[config.mk]
export PLATFORM = sky130hd
export DESIGN_NAME = sprite_frame_sequencer_flat
export DESIGN_NICKNAME = d
export VERILOG_FILES = /design/src/hdl/sfs_pkg.sv /design/src/hdl/sfs_chan_if.sv /design/src/hdl/sfs_div.sv /design/src/hdl/sprite_frame_sequencer.sv /design/src/flat_wrapper.sv
export VERILOG_INCLUDE_DIRS = /design/src /design/src/hdl
export SDC_FILE = /design/constraint.sdc
export NUM_CORES = 1
export LEC_CHECK = 0
export ABC_CLOCK_PERIOD_IN_PS = 4500
export CORE_MARGIN = 2
export CORE_UTILIZATION = 40
export CTS_CLUSTER_DIAMETER = 60
export DETAILED_ROUTE_END_ITERATION = 10
export DONT_BUFFER_PORTS = 1
export PLACE_DENSITY = 0.67
export SKIP_CTS_REPAIR_TIMING = 1
export SYNTH_ARGS = -nofsm -noshare
export SYNTH_HDL_FRONTEND = slang
export SYNTH_SLANG_ARGS = --single-unit
[constraint.sdc]
create_clock -name clk -period 4.5 [get_ports clk]
set_clock_uncertainty 0.15 [all_clocks]
set_input_delay 0.225 -clock clk [delete_from_list [all_inputs] [get_ports clk]]
set_output_delay 0.225 -clock clk [all_outputs]
set_load 0.005 [all_outputs]
[src/hdl/sprite_frame_sequencer_defines.svh]
// Assertion macros shared by the sequencer RTL.
`ifndef SPRITE_FRAME_SEQUENCER_DEFINES_SVH
`define SPRITE_FRAME_SEQUENCER_DEFINES_SVH

// Check that cons holds in the same cycle as ante.
`define SFS_ASSERT_SAME(label, ante, cons) \
  label: assert property (@(posedge clk) disable iff (!rst_n) (ante) |-> (cons)) \
    else $error("sequencer check failed");

// Check that cons holds in the cycle after ante.
`define SFS_ASSERT_NEXT(label, ante, cons) \
  label: assert property (@(posedge clk) disable iff (!rst_n) (ante) |=> (cons)) \
    else $error("sequencer check failed");

`endif

[src/hdl/sfs_pkg.sv]
`default_nettype none

package sfs_pkg;

  localparam int DUR_W      = 16;
  localparam int FRAME_W    = 6;
  localparam int COUNT_W    = 7;
  localparam int ACC_W      = 17;
  localparam int TICK_W     = 16;
  localparam int DVD_W      = 18;
  localparam int DSR_W      = 16;
  localparam int CMD_W      = 2;
  localparam int CFG_IDX_W  = 2;
  localparam int CFG_DATA_W = 16;

  localparam int MAX_FRAMES_DEF = 64;

  localparam logic [DUR_W-1:0]   DUR_RST   = 16'd1;
  localparam logic [FRAME_W-1:0] FIRST_RST = 6'd0;
  localparam logic [COUNT_W-1:0] COUNT_RST = 7'd64;

  typedef enum logic [CMD_W-1:0] {
    CMD_TICK  = 2'd0,
    CMD_PLAY  = 2'd1,
    CMD_PAUSE = 2'd2,
    CMD_STOP  = 2'd3
  } cmd_t;

  typedef enum logic [CFG_IDX_W-1:0] {
    CFG_FRAME_DURATION = 2'd0,
    CFG_FIRST_FRAME    = 2'd1,
    CFG_FRAME_COUNT    = 2'd2,
    CFG_PING_PONG      = 2'd3
  } cfg_idx_t;

  typedef enum logic [1:0] {
    S_IDLE = 2'd0,
    S_TDIV = 2'd1,
    S_FMOD = 2'd2,
    S_DONE = 2'd3
  } state_t;

  typedef struct packed {
    logic busy;
    logic done;
  } div_sts_t;

endpackage

`default_nettype wire

[src/hdl/sfs_chan_if.sv]
`default_nettype none

interface sfs_in_if;
  logic                          valid;
  logic                          ready;
  logic [sfs_pkg::CMD_W-1:0]     cmd;
  logic [sfs_pkg::TICK_W-1:0]    elapsed_ticks;
  modport source (output valid, output cmd, output elapsed_ticks, input ready);
  modport sink   (input valid, input cmd, input elapsed_ticks, output ready);
endinterface

interface sfs_out_if;
  logic                          valid;
  logic                          ready;
  logic [sfs_pkg::FRAME_W-1:0]   frame_index;
  logic                          is_playing;
  logic                          moving_back;
  modport source (output valid, output frame_index, output is_playing,
                  output moving_back, input ready);
  modport sink   (input valid, input frame_index, input is_playing,
                  input moving_back, output ready);
endinterface

interface sfs_cfg_if;
  logic                            valid;
  logic                            ready;
  logic [sfs_pkg::CFG_IDX_W-1:0]   index;
  logic [sfs_pkg::CFG_DATA_W-1:0]  data;
  modport source (output valid, output index, output data, input ready);
  modport sink   (input valid, input index, input data, output ready);
endinterface

`default_nettype wire

[src/hdl/sfs_div.sv]
`default_nettype none

module sfs_div (
  input  wire logic                         clk,
  input  wire logic                         rst_n,
  input  wire logic                         start,
  input  wire logic [sfs_pkg::DVD_W-1:0]    dividend,
  input  wire logic [sfs_pkg::DSR_W-1:0]    divisor,
  output sfs_pkg::div_sts_t                 sts,
  output logic      [sfs_pkg::DVD_W-1:0]    quotient,
  output logic      [sfs_pkg::DSR_W-1:0]    remainder
);

  localparam int CNT_W = $clog2(sfs_pkg::DVD_W);

  logic [sfs_pkg::DVD_W-1:0] dvd_r, dvd_nxt;
  logic [sfs_pkg::DSR_W-1:0] dsr_r, dsr_nxt;
  logic [sfs_pkg::DSR_W-1:0] rem_r, rem_nxt;
  logic [CNT_W-1:0]          cnt_r, cnt_nxt;
  logic                      busy_r, busy_nxt;
  logic                      done_r, done_nxt;
  logic [sfs_pkg::DSR_W:0]   trial;
  logic [sfs_pkg::DSR_W:0]   diff;
  logic                      qbit;

  always_comb begin
    trial = {rem_r, dvd_r[sfs_pkg::DVD_W-1]};
    diff  = trial - {1'b0, dsr_r};
    qbit  = (trial >= {1'b0, dsr_r});
  end

  always_comb begin
    dvd_nxt  = dvd_r;
    dsr_nxt  = dsr_r;
    rem_nxt  = rem_r;
    cnt_nxt  = cnt_r;
    busy_nxt = busy_r;
    done_nxt = 1'b0;
    if (start && !busy_r) begin
      dvd_nxt  = dividend;
      dsr_nxt  = divisor;
      rem_nxt  = '0;
      cnt_nxt  = CNT_W'(sfs_pkg::DVD_W - 1);
      busy_nxt = 1'b1;
    end else if (busy_r) begin
      dvd_nxt = {dvd_r[sfs_pkg::DVD_W-2:0], qbit};
      rem_nxt = qbit ? diff[sfs_pkg::DSR_W-1:0] : trial[sfs_pkg::DSR_W-1:0];
      cnt_nxt = cnt_r - CNT_W'(1);
      if (cnt_r == '0) begin
        busy_nxt = 1'b0;
        done_nxt = 1'b1;
      end
    end
  end

  always_ff @(posedge clk) begin
    if (!rst_n) begin
      busy_r <= 1'b0;
      done_r <= 1'b0;
      cnt_r  <= '0;
    end else begin
      busy_r <= busy_nxt;
      done_r <= done_nxt;
      cnt_r  <= cnt_nxt;
    end
  end

  always_ff @(posedge clk) begin
    dvd_r <= dvd_nxt;
    dsr_r <= dsr_nxt;
    rem_r <= rem_nxt;
  end

  assign sts.busy  = busy_r;
  assign sts.done  = done_r;
  assign quotient  = dvd_r;
  assign remainder = rem_r;

endmodule

`default_nettype wire

[src/hdl/sprite_frame_sequencer.sv]
// Sprite animation frame sequencer.
// in_ch carries one request per command: tick (with elapsed_ticks), play,
// pause or stop. out_ch returns one result per request: the frame index to
// show, the playing flag and the ping-pong direction after the update.
// cfg_ch writes frame_duration, first_frame, frame_count and ping_pong by index
// and is always ready; the user must ensure it is written only while the block
// is idle; the block does not enforce this. One request is worked on at a time.
// Play, pause, stop and non-advancing ticks go straight to the done state. An
// advancing tick runs one shared 18-step restoring divider for time/duration
// and, unless ping-pong runs backward or span is 0, a second frame modulo pass.
// in_ch is ready again as soon as the result is in the output register, so
// the next request may start while the result waits to be taken.
// If out_ch stalls while a result is still held, the block holds the newer
// result until the old one is taken.
// After reset: not playing, frame 0, time 0, forward, duration 1, first frame
// 0, 64 frames, loop mode; out_ch holds no result.
`default_nettype none

`include "sprite_frame_sequencer_defines.svh"

module sprite_frame_sequencer #(
  parameter int MAX_FRAMES = sfs_pkg::MAX_FRAMES_DEF
) (
  input wire logic  clk,
  input wire logic  rst_n,
  sfs_in_if.sink    in_ch,
  sfs_out_if.source out_ch,
  sfs_cfg_if.sink   cfg_ch
);

  localparam int SPAN_W = $clog2(MAX_FRAMES + 1);

  sfs_pkg::state_t state_r, state_nxt;

  logic [sfs_pkg::DUR_W-1:0]   dur_r;
  logic [sfs_pkg::FRAME_W-1:0] first_r;
  logic [sfs_pkg::COUNT_W-1:0] count_r;
  logic                        pp_r;

  logic [sfs_pkg::FRAME_W-1:0] cur_r, cur_nxt;
  logic [sfs_pkg::ACC_W-1:0]   acc_r, acc_nxt;
  logic                        back_r, back_nxt;
  logic                        run_r, run_nxt;

  logic                        out_valid_r;
  logic [sfs_pkg::FRAME_W-1:0] out_frame_r;
  logic                        out_play_r;
  logic                        out_back_r;

  sfs_pkg::cmd_t               cmd;
  logic                        in_fire;
  logic                        in_ready;
  logic                        out_load;
  logic                        tick_go;
  logic                        need_mod;
  logic                        back_hit;
  logic [sfs_pkg::ACC_W-1:0]   acc_sum;
  logic [sfs_pkg::COUNT_W:0]   span_raw;
  logic [SPAN_W-1:0]           span;
  logic [sfs_pkg::ACC_W-1:0]   q;
  logic [sfs_pkg::DVD_W-1:0]   frame_sum;

  logic                        div_start;
  logic [sfs_pkg::DVD_W-1:0]   div_dvd;
  logic [sfs_pkg::DSR_W-1:0]   div_dsr;
  sfs_pkg::div_sts_t           div_sts;
  logic [sfs_pkg::DVD_W-1:0]   div_quo;
  logic [sfs_pkg::DSR_W-1:0]   div_rem;

  sfs_div u_div (
    .clk       (clk),
    .rst_n     (rst_n),
    .start     (div_start),
    .dividend  (div_dvd),
    .divisor   (div_dsr),
    .sts       (div_sts),
    .quotient  (div_quo),
    .remainder (div_rem)
  );

  always_comb begin
    cmd       = sfs_pkg::cmd_t'(in_ch.cmd);
    in_fire   = in_ch.valid && in_ready;
    acc_sum   = acc_r + sfs_pkg::ACC_W'(in_ch.elapsed_ticks);
    tick_go   = run_r && (acc_r < {1'b0, dur_r});
    span_raw  = {2'b00, first_r} + {1'b0, count_r};
    span      = (32'(span_raw) > 32'(MAX_FRAMES)) ? SPAN_W'(MAX_FRAMES)
                                                  : SPAN_W'(span_raw);
    q         = div_quo[sfs_pkg::ACC_W-1:0];
    frame_sum = sfs_pkg::DVD_W'(cur_r) + sfs_pkg::DVD_W'(q);
    back_hit  = (sfs_pkg::DVD_W'(q) + sfs_pkg::DVD_W'(first_r)) >=
                sfs_pkg::DVD_W'(cur_r);
    need_mod  = !(pp_r && back_r) && (span != '0);
  end

  // handshake and divider control of the sequencer
  always_comb begin
    in_ready  = (state_r == sfs_pkg::S_IDLE);
    out_load  = (state_r == sfs_pkg::S_DONE) && (!out_valid_r || out_ch.ready);
    div_start = 1'b0;
    div_dvd   = frame_sum;
    div_dsr   = sfs_pkg::DSR_W'(span);
    if (state_r == sfs_pkg::S_IDLE) begin
      div_dvd   = {1'b0, acc_sum};
      div_dsr   = dur_r;
      div_start = in_fire && (cmd == sfs_pkg::CMD_TICK) && tick_go;
    end else if (state_r == sfs_pkg::S_TDIV) begin
      div_start = div_sts.done && need_mod;
    end
  end

  // next state and state update
  always_comb begin
    state_nxt = state_r;
    cur_nxt   = cur_r;
    acc_nxt   = acc_r;
    back_nxt  = back_r;
    run_nxt   = run_r;
    unique case (state_r)
      sfs_pkg::S_IDLE: begin
        if (in_fire) begin
          state_nxt = sfs_pkg::S_DONE;
          unique case (cmd)
            sfs_pkg::CMD_TICK: begin
              if (tick_go) begin
                acc_nxt   = acc_sum;
                state_nxt = sfs_pkg::S_TDIV;
              end
            end
            sfs_pkg::CMD_PLAY:  run_nxt = 1'b1;
            sfs_pkg::CMD_PAUSE: run_nxt = 1'b0;
            sfs_pkg::CMD_STOP: begin
              run_nxt = 1'b0;
              cur_nxt = first_r;
              acc_nxt = '0;
            end
          endcase
        end
      end
      sfs_pkg::S_TDIV: begin
        if (div_sts.done) begin
          acc_nxt = sfs_pkg::ACC_W'(div_rem);
          if (pp_r && back_r) begin
            state_nxt = sfs_pkg::S_DONE;
            if (back_hit) begin
              cur_nxt  = first_r;
              back_nxt = 1'b0;
            end else begin
              cur_nxt = cur_r - q[sfs_pkg::FRAME_W-1:0];
            end
          end else if (span == '0) begin
            state_nxt = sfs_pkg::S_DONE;
            cur_nxt   = first_r;
          end else begin
            state_nxt = sfs_pkg::S_FMOD;
          end
        end
      end
      sfs_pkg::S_FMOD: begin
        if (div_sts.done) begin
          state_nxt = sfs_pkg::S_DONE;
          if (!pp_r) begin
            cur_nxt = (div_rem == '0) ? first_r : div_rem[sfs_pkg::FRAME_W-1:0];
          end else begin
            cur_nxt = div_rem[sfs_pkg::FRAME_W-1:0];
            if (div_rem == sfs_pkg::DSR_W'(span) - 16'd1) begin
              back_nxt = 1'b1;
            end
          end
        end
      end
      sfs_pkg::S_DONE: begin
        if (out_load) begin
          state_nxt = sfs_pkg::S_IDLE;
        end
      end
    endcase
  end

  always_ff @(posedge clk) begin
    if (!rst_n) begin
      state_r     <= sfs_pkg::S_IDLE;
      cur_r       <= '0;
      acc_r       <= '0;
      back_r      <= 1'b0;
      run_r       <= 1'b0;
      out_valid_r <= 1'b0;
    end else begin
      state_r <= state_nxt;
      cur_r   <= cur_nxt;
      acc_r   <= acc_nxt;
      back_r  <= back_nxt;
      run_r   <= run_nxt;
      if (out_load) begin
        out_valid_r <= 1'b1;
      end else if (out_ch.ready) begin
        out_valid_r <= 1'b0;
      end
    end
  end

  always_ff @(posedge clk) begin
    if (out_load) begin
      out_frame_r <= cur_r;
      out_play_r  <= run_r;
      out_back_r  <= back_r;
    end
  end

  always_ff @(posedge clk) begin
    if (!rst_n) begin
      dur_r   <= sfs_pkg::DUR_RST;
      first_r <= sfs_pkg::FIRST_RST;
      count_r <= sfs_pkg::COUNT_RST;
      pp_r    <= 1'b0;
    end else if (cfg_ch.valid) begin
      unique case (sfs_pkg::cfg_idx_t'(cfg_ch.index))
        sfs_pkg::CFG_FRAME_DURATION: dur_r   <= cfg_ch.data[sfs_pkg::DUR_W-1:0];
        sfs_pkg::CFG_FIRST_FRAME:    first_r <= cfg_ch.data[sfs_pkg::FRAME_W-1:0];
        sfs_pkg::CFG_FRAME_COUNT:    count_r <= cfg_ch.data[sfs_pkg::COUNT_W-1:0];
        sfs_pkg::CFG_PING_PONG:      pp_r    <= cfg_ch.data[0];
      endcase
    end
  end

  assign in_ch.ready        = in_ready;
  assign cfg_ch.ready       = 1'b1;
  assign out_ch.valid       = out_valid_r;
  assign out_ch.frame_index = out_frame_r;
  assign out_ch.is_playing  = out_play_r;
  assign out_ch.moving_back = out_back_r;

  `SFS_ASSERT_NEXT(a_leave_idle, in_fire, state_r != sfs_pkg::S_IDLE)
  `SFS_ASSERT_SAME(a_done_in_div, div_sts.done,
                   state_r == sfs_pkg::S_TDIV || state_r == sfs_pkg::S_FMOD)
  `SFS_ASSERT_SAME(a_start_free, div_start, !div_sts.busy)
  `SFS_ASSERT_NEXT(a_load_frame, out_load,
                   out_valid_r && out_frame_r == $past(cur_r))

endmodule

`default_nettype wire

[src/flat_wrapper.sv]
// flat-port wrapper written by rule: the top's interface ports become plain ports
module sprite_frame_sequencer_flat 
#(
  parameter int MAX_FRAMES = sfs_pkg::MAX_FRAMES_DEF
)
  (clk, rst_n, in_ch_valid, in_ch_cmd, in_ch_elapsed_ticks, in_ch_ready, out_ch_valid, out_ch_frame_index, out_ch_is_playing, out_ch_moving_back, out_ch_ready, cfg_ch_valid, cfg_ch_index, cfg_ch_data, cfg_ch_ready);
  sfs_in_if in_ch_i ();
  sfs_out_if out_ch_i ();
  sfs_cfg_if cfg_ch_i ();
  input wire logic clk;
  input wire logic rst_n;
  input wire logic [$bits(in_ch_i.valid)-1:0] in_ch_valid;
  input wire logic [$bits(in_ch_i.cmd)-1:0] in_ch_cmd;
  input wire logic [$bits(in_ch_i.elapsed_ticks)-1:0] in_ch_elapsed_ticks;
  output wire logic [$bits(in_ch_i.ready)-1:0] in_ch_ready;
  output wire logic [$bits(out_ch_i.valid)-1:0] out_ch_valid;
  output wire logic [$bits(out_ch_i.frame_index)-1:0] out_ch_frame_index;
  output wire logic [$bits(out_ch_i.is_playing)-1:0] out_ch_is_playing;
  output wire logic [$bits(out_ch_i.moving_back)-1:0] out_ch_moving_back;
  input wire logic [$bits(out_ch_i.ready)-1:0] out_ch_ready;
  input wire logic [$bits(cfg_ch_i.valid)-1:0] cfg_ch_valid;
  input wire logic [$bits(cfg_ch_i.index)-1:0] cfg_ch_index;
  input wire logic [$bits(cfg_ch_i.data)-1:0] cfg_ch_data;
  output wire logic [$bits(cfg_ch_i.ready)-1:0] cfg_ch_ready;
  assign in_ch_i.valid = in_ch_valid;
  assign in_ch_i.cmd = in_ch_cmd;
  assign in_ch_i.elapsed_ticks = in_ch_elapsed_ticks;
  assign in_ch_ready = in_ch_i.ready;
  assign out_ch_valid = out_ch_i.valid;
  assign out_ch_frame_index = out_ch_i.frame_index;
  assign out_ch_is_playing = out_ch_i.is_playing;
  assign out_ch_moving_back = out_ch_i.moving_back;
  assign out_ch_i.ready = out_ch_ready;
  assign cfg_ch_i.valid = cfg_ch_valid;
  assign cfg_ch_i.index = cfg_ch_index;
  assign cfg_ch_i.data = cfg_ch_data;
  assign cfg_ch_ready = cfg_ch_i.ready;
  sprite_frame_sequencer #(.MAX_FRAMES(MAX_FRAMES)) u_core (.clk(clk), .rst_n(rst_n), .in_ch(in_ch_i), .out_ch(out_ch_i), .cfg_ch(cfg_ch_i));
endmodule
==> metrics.md <==
| Metric | Value |
|---|---|
| Status | completed |
| Worst setup EP type | register |
| Synth Area in Compound Gates | 22.8% |
| Placed cells | 1347 |
| Fraction of registers with async set/reset | 0% |
| Detailed Place HPWL | 19.3 mm |
| Syn Inst Count | 1084 |
| Final #Nets | 1241 |
| LEAKAGE | 4.33 nW |
| Crit-path slowest cell | fa_1 |
| Clock Power Share | 25.6% |
| Main combinational cell family by area after synthesis | compound AO/OA/AOI/OAI gates |
| Via count | 8149 |
| Mapped Area | 9190 µm² |
| Total chip power | 5.29 mW |
| Post-synth EDFFs | 42 |
| Sum Neg Setup Slack | 0 ns |
| Die W | 156 µm |
| Pin count of the biggest net entering global routing | 41 |
| Post-route DRC | 0 |
| Fmax | 237 MHz |
| Endpoints failing hold | 0 |
| Synth Area in XOR/XNOR | 5.02% |
| Vias in the first global route | 7546 |
| Crit Path Category | reg2reg |
| Drt total wl | 26.0 mm |
| Mean area per synthesized cell | 8.48 µm² |
| Synth Warn # | 0 |
| Syn_nets | 1218 |
| Switching Share | 41.3% |
| CTS Buf Count | 17 |
| Reg power frac | 30.2% |
| Std cell rows | 55 |
| Finished Layout Cells | 1405 |
| Post-detailed-route count of antenna-violating nets | 0 |
| Fillers | 2160 |
| Placed Instance Area | 9530 µm² |
| Final period utilization | 93.9% |
| Post-Place Worst Slack | 0.213 ns |
| Worst Tran Pin Value | 1.02 ns |
| Yosys top cell by area | dfxtp_1 |
| Area Growth Syn to Fin | 13.0% |
| TritonCTS clock tree | yes |
| Max incr delay on CP | 0.47 ns |
| P_int | 3.11 mW |
| Sw power | 2.19 mW |
| Worst EP arrival | 4.33 ns |
| Top-area cell type share of the netlist area | 17.6% |
| Ratio of cells with drive above 1 in the final layout | 7.86% |
| Synth Area in Simple Gates | 18.3% |
| Sink Count | 123 |
| Wire per inst | 18.5 µm |
| Unique masters post-synth | 94 |
| Worst-path clk slew | 0.06 ns |
| Clk_lat worst skew | 0.42 ns |
| Finished Cell Area | 10400 µm² |
| Util after Layout | 46.0% |
| Peak VDD IR | 0.292 mV |
| CORE AREA | 22600 µm² |
| DIE AREA | 24200 µm² |
| Slew headroom | 31.8% |
| # IOs | 52 |
| Height of the die | 156 µm |
| MaxCap Viol Count | 0 |
| CTS root buf | clkbuf_16 |
| CTS H-tree lvls | 4 |
| Seq cells post-synth | 123 |
| Startpoint types | register |
| Mux share of post-synthesis cell area | 3.96% |
| Main synth FF type | dfxtp_1 |
| First-pass GRT wire length | 40.3 mm |
| Antenna diodes | 0 |
| Adder-cell area share of the yosys netlist | 13.1% |
| Worst path required time | 4.60 ns |
| Area contributors post-synth | dfxtp_1 (18%), edfxtp_1 (14%), ha_1 (12%) |
| Routability cong. | 0.931 |
| Final setup margin | 0.275 ns |
| Worst hold path class | in2reg |
| Via/cell ratio | 5.80 |
| Combinational Power Share | 44.2% |
| Pre-Repair DR Iteration Count | 5 |
| Min Clock Period, post-route | 4.22 ns |
| GRT Util Overall | 21.2% |
| Reg2reg setup slack | 0.28 ns |
| RSZ-0062 raised after global routing | no |
| Pwr dens | 509 nW/µm² |
| CTS max path bufs | 2 |
| Starting Density | 40.7% |
| Initial antenna violation count | 0 |
| CP cell instances | ha_1 > fa_1 > a211oi_1 > nor2_1 > nor2_1 > nor3_1 > nor2b_1 > o21ai_0 > ha_1 > and2_1 > o2111ai_1 > nor2b_4 > o21ai_2 > buf_4 > o21ai_0 > a211oi_1 |
| Final Hold Slack | 0.0109 ns |
| CP max FO | 22 |
| Post-synthesis sequential area ratio | 31.4% |
| 1st-iter DRT viols | 678 |
| Final setup violation count | 0 |
| I/O Buffers | 0 |
| GRT overflow | 0 |
| Max Slew Vio Count | 0 |
## registers in the layout, indices dropped and copies added, names as in the netlist
name,cells
u_core.count_r,7
u_core.out_ch.frame_index,6
u_core.state_r,2
u_core.cur_r,6
u_core.u_div.dsr_r,16
u_core.u_div.done_r,1
u_core.run_r,1
u_core.out_ch.moving_back,1
u_core.out_ch.is_playing,1
u_core.back_r,1
u_core.u_div.cnt_r,5
u_core.u_div.quotient,18
u_core.out_ch.valid,1
u_core.u_div.busy_r,1
u_core.dur_r,16
u_core.pp_r,1
u_core.acc_r,17
u_core.u_div.remainder,16
u_core.first_r,6
## power by group through the flow
stage | sequential [mW] | combinational (mW) | clock, mW
2_1_floorplan | 1.48 | 1.84 | 0
3_3_place_gp | 1.61 | 2.23 | 0
3_5_place_dp | 1.61 | 2.27 | 0
4_1_cts | 1.59 | 2.29 | 1.36
5_1_grt | 1.62 | 2.62 | 1.41
6_report | 1.60 | 2.34 | 1.35
## final timing paths
kind                     start                  endpoint  depth (start not counted)
min               in_ch_cmd[1]              u_core.run_r                          3
min reg2reg   u_core.dur_r[10]          u_core.dur_r[10]                          2
max          u_core.count_r[0]  u_core.u_div.quotient[9]                         16
max reg2reg  u_core.count_r[0]  u_core.u_div.quotient[9]                         16
## Yosys cell counts (10+ instances only)
cell type    n
nand2_1    108
nor2_1      99
ha_1        87
dfxtp_1     81
a21oi_1     78
inv_1       74
o21ai_0     70
edfxtp_1    42
mux2i_1     33
clkbuf_1    31
nand3_1     30
xnor2_1     29
a211oi_1    21
xor2_1      21
nor3_1      17
nand4_1     16
a21o_1      15
a22oi_1     15
nor2b_1     15
o211ai_1    11
o21a_1      10
## kinds of logic (layout without fill, tap and decap cells)
logic type,after synthesis,after routing
fa+ha+maj,93,93
mux,36,36
other cells,1,1
buf+inv,120,156
compound gates,311,311
xor+xnor,51,51
flops,123,123
simple gates,349,349
## layout make-up
cell class                      instances  area, µm²  area share (%)
Sequential cell                       123       2880            27.8
Tap cell                              285        357            3.43
Clock inverter                         14        146            1.41
Clock buffer                           18        429            4.13
Inverter                               76        289            2.78
Timing Repair Buffer                   47        408            3.93
Timing Repair inverter                  1       7.51          0.0723
Multi-Input combinational cell        841       5870            56.5
## critical path: cells and delay by family, from the launching register on
kind / cells / cell delay, ns
flops: 1 / 0.31
simple gates: 6 / 0.95
buf+inv: 1 / 0.32
fa+ha+maj: 3 / 1.01
compound gates: 6 / 1.32
## layout by cell type (no fill, tap or decap), drive strengths merged, types with 9 or more instances in the layout
cell           n
nand2        108
nor2         100
ha            87
dfxtp         81
a21oi         79
inv           78
o21ai         72
edfxtp        42
mux2i         33
nand3         30
xnor2         29
buf           25
dlygate4sd3   22
a211oi        22
xor2          21
clkbuf        18
nand4         17
nor3          17
a21o          15
a22oi         15
nor2b         15
o211ai        11
o21a          10
nand2b         9
## routing by layer
metal  vias to the layer above  track usage [%]  routed length, µm
li1                       4002                -                  -
met1                      3854             29.3              12100
met2                       258             33.5              11700
met3                        35             4.81               1810
met4                         0             5.85                381
met5                         -                0                  0
(Power assumes the default switching activity.)
